===== config.mk =====
export PLATFORM = sky130hd
export DESIGN_NAME = swm_cell
export DESIGN_NICKNAME = d
export VERILOG_FILES = /design/src/rtl/swm_pkg.sv /design/src/rtl/swm_cell.sv
export SDC_FILE = /design/constraint.sdc
export NUM_CORES = 1
export LEC_CHECK = 0
export ABC_AREA = 1
export BUFFER_PORTS_ARGS = -buffer_cell sky130_fd_sc_hd__buf_2
export CORE_AREA = 10 10 103 105
export CTS_BUF_LIST = sky130_fd_sc_hd__clkbuf_16
export DETAILED_ROUTE_END_ITERATION = 10
export DIE_AREA = 0 0 113 115
export HOLD_SLACK_MARGIN = 0.15
export PLACE_DENSITY = 0.69
export SYNTH_ARGS = -nofsm -noshare
export SYNTH_HDL_FRONTEND = slang
export SYNTH_SLANG_ARGS = --single-unit

===== constraint.sdc =====
create_clock -name clk -period 11.4 [get_ports clk]
set_clock_uncertainty 0.2 [all_clocks]
set_input_delay 0 -clock clk [delete_from_list [all_inputs] [get_ports clk]]
set_output_delay 0 -clock clk [all_outputs]
set_load 0.02 [all_outputs]

===== src/rtl/swm_pkg.sv =====
// Shared constants and the control type for the sliding window maximum block.
`default_nettype none
package swm_pkg;

  localparam int WINDOW_MAX_DEF   = 64;
  localparam int SAMPLE_WIDTH_DEF = 32;
  localparam int CFG_W            = 7;
  localparam int OUT_W            = 32;

  typedef struct packed {
    logic accept;
    logic clear;
    logic drop_front;
    logic shift_only;
  } swm_ctrl_t;

endpackage
`default_nettype wire


===== src/rtl/swm_cell.sv =====
// One deque cell: holds a (value, position) entry and moves toward the front.
`default_nettype none
module swm_cell import swm_pkg::*; #(
  parameter int WINDOW_MAX   = WINDOW_MAX_DEF,
  parameter int SAMPLE_WIDTH = SAMPLE_WIDTH_DEF
) (
  input  wire logic                                       clk,
  input  wire logic                                       rst_n,
  input  wire swm_ctrl_t                                  ctrl,
  input  wire logic signed [SAMPLE_WIDTH-1:0]             sample,
  input  wire logic [$clog2(2*WINDOW_MAX)-1:0]            pos_in,
  input  wire logic [$clog2(2*WINDOW_MAX)-1:0]            pc,
  input  wire logic [$clog2(WINDOW_MAX+1)-1:0]            k,
  input  wire logic                                       prev_kept,
  input  wire logic                                       right_valid,
  input  wire logic                                       right_kept,
  input  wire logic signed [SAMPLE_WIDTH-1:0]             right_value,
  input  wire logic [$clog2(2*WINDOW_MAX)-1:0]            right_pos,
  output logic                                            valid_o,
  output logic                                            kept_o,
  output logic                                            exp_o,
  output logic signed [SAMPLE_WIDTH-1:0]                  value_o,
  output logic [$clog2(2*WINDOW_MAX)-1:0]                 pos_o
);

  localparam int PW      = $clog2(2*WINDOW_MAX);
  localparam int KW      = $clog2(WINDOW_MAX+1);
  localparam int CW      = PW + KW;
  localparam int POS_MOD = 2*WINDOW_MAX;

  logic                           valid_r, valid_nxt;
  logic signed [SAMPLE_WIDTH-1:0] value_r, value_nxt;
  logic [PW-1:0]                  pos_r, pos_nxt;
  logic [PW:0]                    diff, wrapped;
  logic [PW-1:0]                  age;
  logic                           expired;
  logic                           kept;
  logic                           src_kept;
  logic signed [SAMPLE_WIDTH-1:0] src_value;
  logic [PW-1:0]                  src_pos;

  // age modulo 2*WINDOW_MAX
  assign diff    = {1'b0, pc} - {1'b0, pos_r};
  assign wrapped = diff + (PW+1)'(POS_MOD);
  assign age     = diff[PW] ? wrapped[PW-1:0] : diff[PW-1:0];
  assign expired = valid_r & (CW'(age) >= CW'(k));

  assign kept = valid_r & ~expired & ~ctrl.clear & ~(value_r < sample);

  assign src_kept  = ctrl.drop_front ? right_kept  : kept;
  assign src_value = ctrl.drop_front ? right_value : value_r;
  assign src_pos   = ctrl.drop_front ? right_pos   : pos_r;

  always_comb begin
    valid_nxt = valid_r;
    value_nxt = value_r;
    pos_nxt   = pos_r;
    if (ctrl.shift_only) begin
      valid_nxt = right_valid;
      value_nxt = right_value;
      pos_nxt   = right_pos;
    end else if (ctrl.accept) begin
      if (src_kept) begin
        valid_nxt = 1'b1;
        value_nxt = src_value;
        pos_nxt   = src_pos;
      end else if (prev_kept) begin
        valid_nxt = 1'b1;
        value_nxt = sample;
        pos_nxt   = pos_in;
      end else begin
        valid_nxt = 1'b0;
      end
    end
  end

  always_ff @(posedge clk) begin
    if (!rst_n) begin
      valid_r <= 1'b0;
    end else begin
      valid_r <= valid_nxt;
    end
    value_r <= value_nxt;
    pos_r   <= pos_nxt;
  end

  assign valid_o = valid_r;
  assign kept_o  = kept;
  assign exp_o   = expired;
  assign value_o = value_r;
  assign pos_o   = pos_r;

endmodule
`default_nettype wire


==> results summary, run 1 <==
The flow ran to the end, and the final reports show no timing, DRC or antenna violations. CTS saw 40 sinks. For this run, design rule violations remaining after detail routing come to 0. Walking the worst path, the cells encountered are ha_1 -> fa_1 -> o21ai_0 -> a21o_1 -> a21oi_1 -> xor2_1 -> ha_1 -> nand2_1 -> inv_1 -> nand4_1 -> o2111ai_1 -> nor3b_1 -> nand3_2 -> nand3_2 -> nand2_1 -> nand2_1 -> dlygate4sd3_1. Summed over its instances, the top area cell type makes up a little under two fifths of the synthesized netlist area. The most used cell along the critical path is nand2_1. The signal arrival time at the worst endpoint is ~5.5 ns. Among cell families on the critical path, the largest total delay comes from simple AND/OR/NAND/NOR gates. The worst setup path is captured at a register. The number of distinct standard cells referenced by the synthesized netlist came out at 29. The highest cell delay on the worst timing path came out at 0.96 ns. Of all nets on the critical path, the largest fanout is 42. In this run the power density over the cells is 105 nW/um^2.

The number of top-level pins is between 100 and 150. The critical path is of the reg2reg type. The share of the yosys chip area belonging to registers came out at between 30% and 40%.

Counting both buffers and inverters, the worst setup path holds a total of 2. The maximum VDD drop is roughly 0.000072 V. The total number of nets in the final design came out at between 700 and 800. After detailed routing, the average wire length per cell comes to 14.4 um. By area the synthesized netlist is led by edfxtp_1 37%, ha_1 17%, nand2_1 14%.

For this run, the share of the core covered by cells in the final layout is a little under three fifths. The worst hold path belongs to the class in2out. The maximum level of the CTS H-tree is 2. The clock period could shrink to approximately 5.5 ns.

The first-pass GRT wire length is between 15000 and 20000 um. In the synthesized netlist, the number of instances is between 300 and 400. The via count of the first global-routing pass came out at 3565. TritonCTS built the clock tree. The width of the chip came out at around 110 um. The initial DRC count is between 150 and 200. The number of antenna violations at the first check in global routing is 1. The detailed-route via count is 3384. The pre-CTS setup slack came out at about 6.3 ns.

Once detail routing completed, the nets flagged for antenna violations numbered 0. The insertion delay to the later sink of the worst-skew pair came out at between 0.2 and 0.3 ns. The total of endpoints with negative setup slack in the final report came out at 0. The worst setup margin is between 5 and 6 ns. Port buffering added ~140 buffers. The maximum number of buffers from clock root to sink is 2.

In this run the static leakage power is 2.64 nW. The post-detailed-route via-to-cell ratio came out at approximately 4.8. The final weighted congestion in routability-driven placement came out at 0.837.

The layout overhead on the synthesized area is 54.8%. The cell area after synthesis came out at 3150 um^2. The worst max-slew margin expressed relative to the limit came out at roughly 34%. The type of element launching the critical path is a register. Across the run, the number of max-cap violations was 0. The global-route usage over all layers came out at between 10% and 20%. The pin count of the biggest net entering global routing came out at 43. The count of endpoints failing hold in the final timing report is 0. The clock transition at the registers of the reported paths is 0.06 ns. The transition at the pin with the smallest max-transition slack is 0.988 ns. The placeable core region is ~8600 um^2. Synthesis produced a netlist with a net count of 533. The setup slack of the worst register-to-register path is approximately 5.9 ns.

The post-layout instance area is 4880 um^2. The die covers 13000 um^2. The share of final-layout standard cells stronger than drive strength 1 came out at roughly a quarter. The final critical path takes up roughly half of the cycle.

The synthesized flop and latch total is 40. The number of optimization iterations in the first detailed-route pass came out at 4. The count of non-filler cells in the finished layout is just over 700. The detailed-route wire length is 10300 um. The total negative slack is 0 ns.

The cell count after placement came out at ~620. The maximum frequency from static timing analysis is 0.181 GHz. The Yosys step of the flow raised 0 warnings. Summing all placed instances gives a cell area of just under 4000 um^2. The height of the die is roughly 120 um. The number of max-slew violations in the final report came out at 0.

The overflow left after global routing came out at 0. Counting the buffers created by CTS gives 5. For the worst setup path, the data required time is about 11 ns. The slowest cell on the critical path is nand3_2.

The root buffer cell chosen for the clock tree is clkbuf_16. For this configuration, the core starts out at a cell density of around 37%. Setup repair after global routing left no endpoint under its margin.

The number of rows created at floorplan is 34. The setup fix buffers added after clock tree synthesis is 0. The HPWL after detailed placement came out at ~7300 um.

Leaving out fill and tap cells, the most frequent cells in the layout are 142 x buf_2, 115 x nand2_1, 81 x dlygate4sd3_1. The post-synthesis average cell area is approximately 8.1 um^2. Leaving out fill and tap cells, the most frequent cell in the layout is buf_2. The cell accounting for the most synthesized area is edfxtp_1.
stage by stage:
stage                     power [mW]  hold WS, ns
after floorplan                0.296      -0.0214
after global placement         0.346       0.0656
after detailed placement       0.351       0.0665
after CTS                      0.515        0.260
after global routing           0.546        0.300
final                          0.513        0.257
worst min-delay path: cells and delay by family:
family                 cells  cell delay [ns]
buffers and inverters      2             0.23
AND/OR/NAND/NOR            2             0.22
synthesized netlist by cell type:
cell	n
nor3_1	1
and2_1	1
nand2_1	116
fa_1	1
o21ai_0	6
a21oi_1	21
xor2_1	2
nand4_1	44
a21boi_0	1
o21ai_1	1
ha_1	44
dfxtp_1	1
nor2_1	10
inv_2	1
nor3b_1	1
o21a_1	1
a21o_1	2
buf_2	5
o2111ai_1	1
clkbuf_1	9
nand2_2	1
edfxtp_1	39
o211ai_1	2
buf_6	2
a31oi_1	1
nand3_1	4
inv_1	63
nand3_2	2
xnor2_1	4
cell type report:
| type | count | area [um^2] |
|---|---|---|
| Sequential cell | 40 | 1190 |
| Inverter | 64 | 240 |
| Multi-Input combinational cell | 267 | 1640 |
| Fill cell | 795 | 3670 |
| Clock inverter | 3 | 13.8 |
| Timing Repair Buffer | 224 | 1530 |
| Tap cell | 108 | 135 |
| Antenna cell | 1 | 2.50 |
| Clock buffer | 5 | 125 |
worst paths after layout:
path | from | to | cells past startpoint
worst max-delay path | pos_o[0] | value_o[13] | 17
worst min-delay path | ctrl[2] | kept_o | 4
worst max register to register | pos_o[0] | value_o[13] | 17
worst min register to register | valid_o | valid_o | 5
state kept, by name, indices dropped and copies added, names as in the netlist:
register  flops
pos_o         7
valid_o       1
value_o      32
kinds of logic after synthesis:
| family | share of synthesized area (%) |
|---|---|
| AND/OR/NAND/NOR | 25.8 |
| buffers and inverters | 10.2 |
| adder cells (fa/ha/maj) | 18.1 |
| flip-flops | 37.8 |
| AO/OA/AOI/OAI | 6.36 |
| XOR/XNOR | 1.67 |
report_power, final:
group	internal, mW	switching, mW	total (mW)
logic	0.0884	0.100	0.189
registers	0.181	0.00857	0.189
clock network	0.0796	0.0559	0.135
total	0.349	0.165	0.513
routing by layer:
metal	wire, um	track usage [%]
met3	787	4.90
met1	4330	17.4
met4	65	3.81
met5	0	0
met2	5080	26.6
what timing repair did:
action	in CTS	in global routing
hold buffers	81	0
gates resized for setup	0	0
endpoints found under the hold margin	40	0
Note: power is estimated with default switching activity, not from simulation.
==> run 2: changes to the inputs <==
Settings changed: PLACE_DENSITY 0.69 to 0.72.
Clock period 11.4 ns to 4.7 ns, I/O delays scaled along.
==> run 2 against run 1 <==
Net effect: via count grew 3.1%; clock power grew 140%; largest power group is now combinational logic; global-route usage grew 0.39 points; clock-buffer cell count is the same; fmax grew 29%; highest routed layer unchanged; die area is the same; sequential power grew 140%; first-iteration DRC count shrank 8.0%; register-to-register slack lost 5.5 ns.
==> results summary, run 2 (same netlist as run 1, synthesis figures left out) <==
The run finished with clean final reports. The total clock sinks came out at 40 (unchanged). The detailed-route via count was 3489 (+3.1%). The most used cell along the critical path is nand2_1. The count of endpoints failing hold in the final timing report came out at 0 (unchanged). The signal on the critical path passes through ha_1 -> fa_1 -> o21ai_1 -> a21o_1 -> a21oi_1 -> xor2_1 -> ha_1 -> nand2_1 -> inv_1 -> nand4_1 -> o2111ai_1 -> nor3b_1 -> nand3_2 -> nand3_4 -> buf_4 -> nand2_1 -> nand2_1 -> dlygate4sd3_1. The TritonCTS clock tree is done. The average wire per cell in the routed design came to 14.7 um (+1.8%). The area of the die came to 13000 um^2 (unchanged). The signal arrival time at the worst endpoint was 4.25 ns (-1.23 ns). The maximum fanout along the worst path was 20 (-52%). The number of cells traversed by the worst hold path was 4 (unchanged). Setup repair after global routing left no endpoint under its margin. The worst max-slew margin expressed relative to the limit came out at 47.1% (+13 points). The number of nets still failing antenna checks after routing is 0 (unchanged).

The setup fix buffers added after clock tree synthesis was 0 (unchanged). The share of final-layout standard cells stronger than drive strength 1 is 26.1% (+0.36 points). The number of fillers in the final layout came out at 793 (-0.25%). The depth of the critical timing path with buffers and inverters included was 18 (+1). The layout overhead on the synthesized area came out at 56.8%. The pin count of the biggest net entering global routing was 43 (unchanged). The HPWL after detailed placement came to 7820 um (+7.1%).

The path class of the tightest hold or removal check is in2out. The cell depth of the worst flop-to-flop path came out at 18 (+1). The required time of the critical path came out at 4.65 ns (-6.69 ns). The multi-input gate area in the final layout is 1650 um^2 (+0.46%).

The maximum number of buffers from clock root to sink came to 2 (unchanged). The count of unresolved DRC violations after routing came to 0 (unchanged). The transition at the pin with the smallest max-transition slack was 0.792 ns (-0.196 ns). The number of clock buffers inserted by TritonCTS is 5 (unchanged).

The total design power is 1.24 mW (+140%). The final weighted congestion in routability-driven placement came out at 0.790 (-5.6%). The leakage power of the design is 2.68 nW (+1.4%). The number of optimization iterations in the first detailed-route pass came to 4 (unchanged). The number of rows created at floorplan came to 34 (unchanged).

The global-route usage over all layers is 15.5% (+0.39 points). The post-route clock period utilization was 91.6% (+43 points). The first-pass GRT wire length is 16900 um (+2.0%). The width of the chip is 113 um (unchanged). The maximum frequency from static timing analysis came out at 0.232 GHz (+29%). Leaving out fill and tap cells, the most frequent cells in the layout are 142 x buf_2, 115 x nand2_1, 82 x dlygate4sd3_1.

The number of antenna violations at the first check in global routing is 1 (unchanged). The initial DRC count came to 173 (-8.0%). The clock transition at the registers of the reported paths came out at 0.06 ns (about the same). The count of non-filler cells in the finished layout is 720 (+1.1%).

The number of max-slew violations in the final report came out at 0 (unchanged). Leaving out fill and tap cells, the most frequent cell in the layout is buf_2. The power density normalized to cell area is 252 nW/um^2 (+140%). STA classifies the critical path startpoint as a register. In this run the clock root is driven by a clkbuf_16. The detailed-route wire length is 10600 um (+2.9%). The slowest cell on the critical path is dlygate4sd3_1.

The combined flip-flop and latch cell area is 1190 um^2 (unchanged). The number of input and output port buffers inserted is 142 (unchanged). The maximum VDD drop came out at 0.000154 V (+110%).

The via count of the first global-routing pass came out at 3640 (+2.1%). The critical setup path kind is reg2reg. The height of the die is 115 um (unchanged). The insertion delay to the later sink of the worst-skew pair came out at 0.28 ns (about the same). The type of element capturing the critical path is a register. The total negative slack came out at 0 ns (unchanged). The overflow left after global routing is 0 (unchanged). The cell count after placement came to 628 (+0.96%).

The total buffers and inverters traversed by the critical path came out at 3 (+1). The total number of nets in the final design is 755 (+0.94%). Broken down by cell family, the worst path's largest delay share belongs to simple AND/OR/NAND/NOR gates. The total of endpoints with negative setup slack in the final report came out at 0 (unchanged). The maximum level of the CTS H-tree is 2 (unchanged). The number of flip-flops under the largest register name is 32 (unchanged).

The time the final worst path needs with I/O delays and setup is 4.31 ns (-1.23 ns). The placeable core region came out at 8550 um^2 (unchanged). The starting density of the core is 36.8% (unchanged). The number of top-level pins was 143 (unchanged). The max capacitance violation total came to 0 (unchanged). The post-detailed-route via-to-cell ratio was 4.85 (+2.0%). The highest cell delay on the worst timing path is 0.55 ns (-0.41 ns).
## run 2: final cells by class
| type | count | area share (%) |
|---|---|---|
| multi-input cells | 267 | 33.3 |
| repair buffers | 231 | 32.1 |
| flip-flops and latches | 40 | 24.1 |
| inverters | 64 | 4.86 |
| well taps | 108 | 2.74 |
| clock buffers | 5 | 2.53 |
| clock inverters | 3 | 0.228 |
| diodes | 2 | 0.101 |
## run 2: routing by layer
metal | vias to the layer above | share of wire [%] | GRT usage, %
met5 | - | 0 | 0
met4 | 0 | 1.4 | 3.38
met3 | 13 | 9.0 | 5.16
met2 | 140 | 50 | 28.5
met1 | 1586 | 40 | 17.0
li1 | 1750 | - | -
## run 2: worst register-to-register path, cell delays in order, from the launching register on
cell	delay (ns)
edfxtp_1	0.39
ha_1	0.22
fa_1	0.42
o21ai_1	0.24
a21o_1	0.16
a21oi_1	0.07
xor2_1	0.15
ha_1	0.31
nand2_1	0.09
inv_1	0.04
nand4_1	0.08
o2111ai_1	0.12
nor3b_1	0.30
nand3_2	0.21
nand3_4	0.25
buf_4	0.25
nand2_1	0.07
nand2_1	0.07
dlygate4sd3_1	0.55
## run 2: repair_timing
item / 4_1_cts / 5_1_grt
endpoints found under the setup margin: 0 / 23
resized for setup: 0 / 2
hold buffers: 82 / 0
endpoints found under the hold margin: 40 / 0
## run 2: power breakdown
group | switching [mW] | internal, mW | leakage (nW) | total [mW]
clock network | 0.127 | 0.191 | 0.0738 | 0.318
registers | 0.0207 | 0.438 | 0.406 | 0.459
logic | 0.246 | 0.219 | 2.20 | 0.465
total | 0.394 | 0.848 | 2.68 | 1.24
## run 2: per-stage QoR
stage	utilization (%)	area (um^2)	worst slack (ns)	hold WS, ns
3_5_place_dp	46.4	3970	0.430	0.0655
3_3_place_gp	46.4	3970	0.657	0.0637
4_1_cts	57.6	4930	0.138	0.237
2_1_floorplan	-	3150	0.308	-0.0214
5_1_grt	57.7	4940	0.0476	0.271
6_report	57.8	4940	0.394	0.232
## run 2: worst paths after layout
path	start	endpoint	slack, ns
hold / removal	ctrl[2]	kept_o	0.23
setup / recovery	pos_o[0]	value_o[8]	0.39
hold reg to reg	valid_o	valid_o	1.15
setup reg to reg	pos_o[0]	value_o[8]	0.39
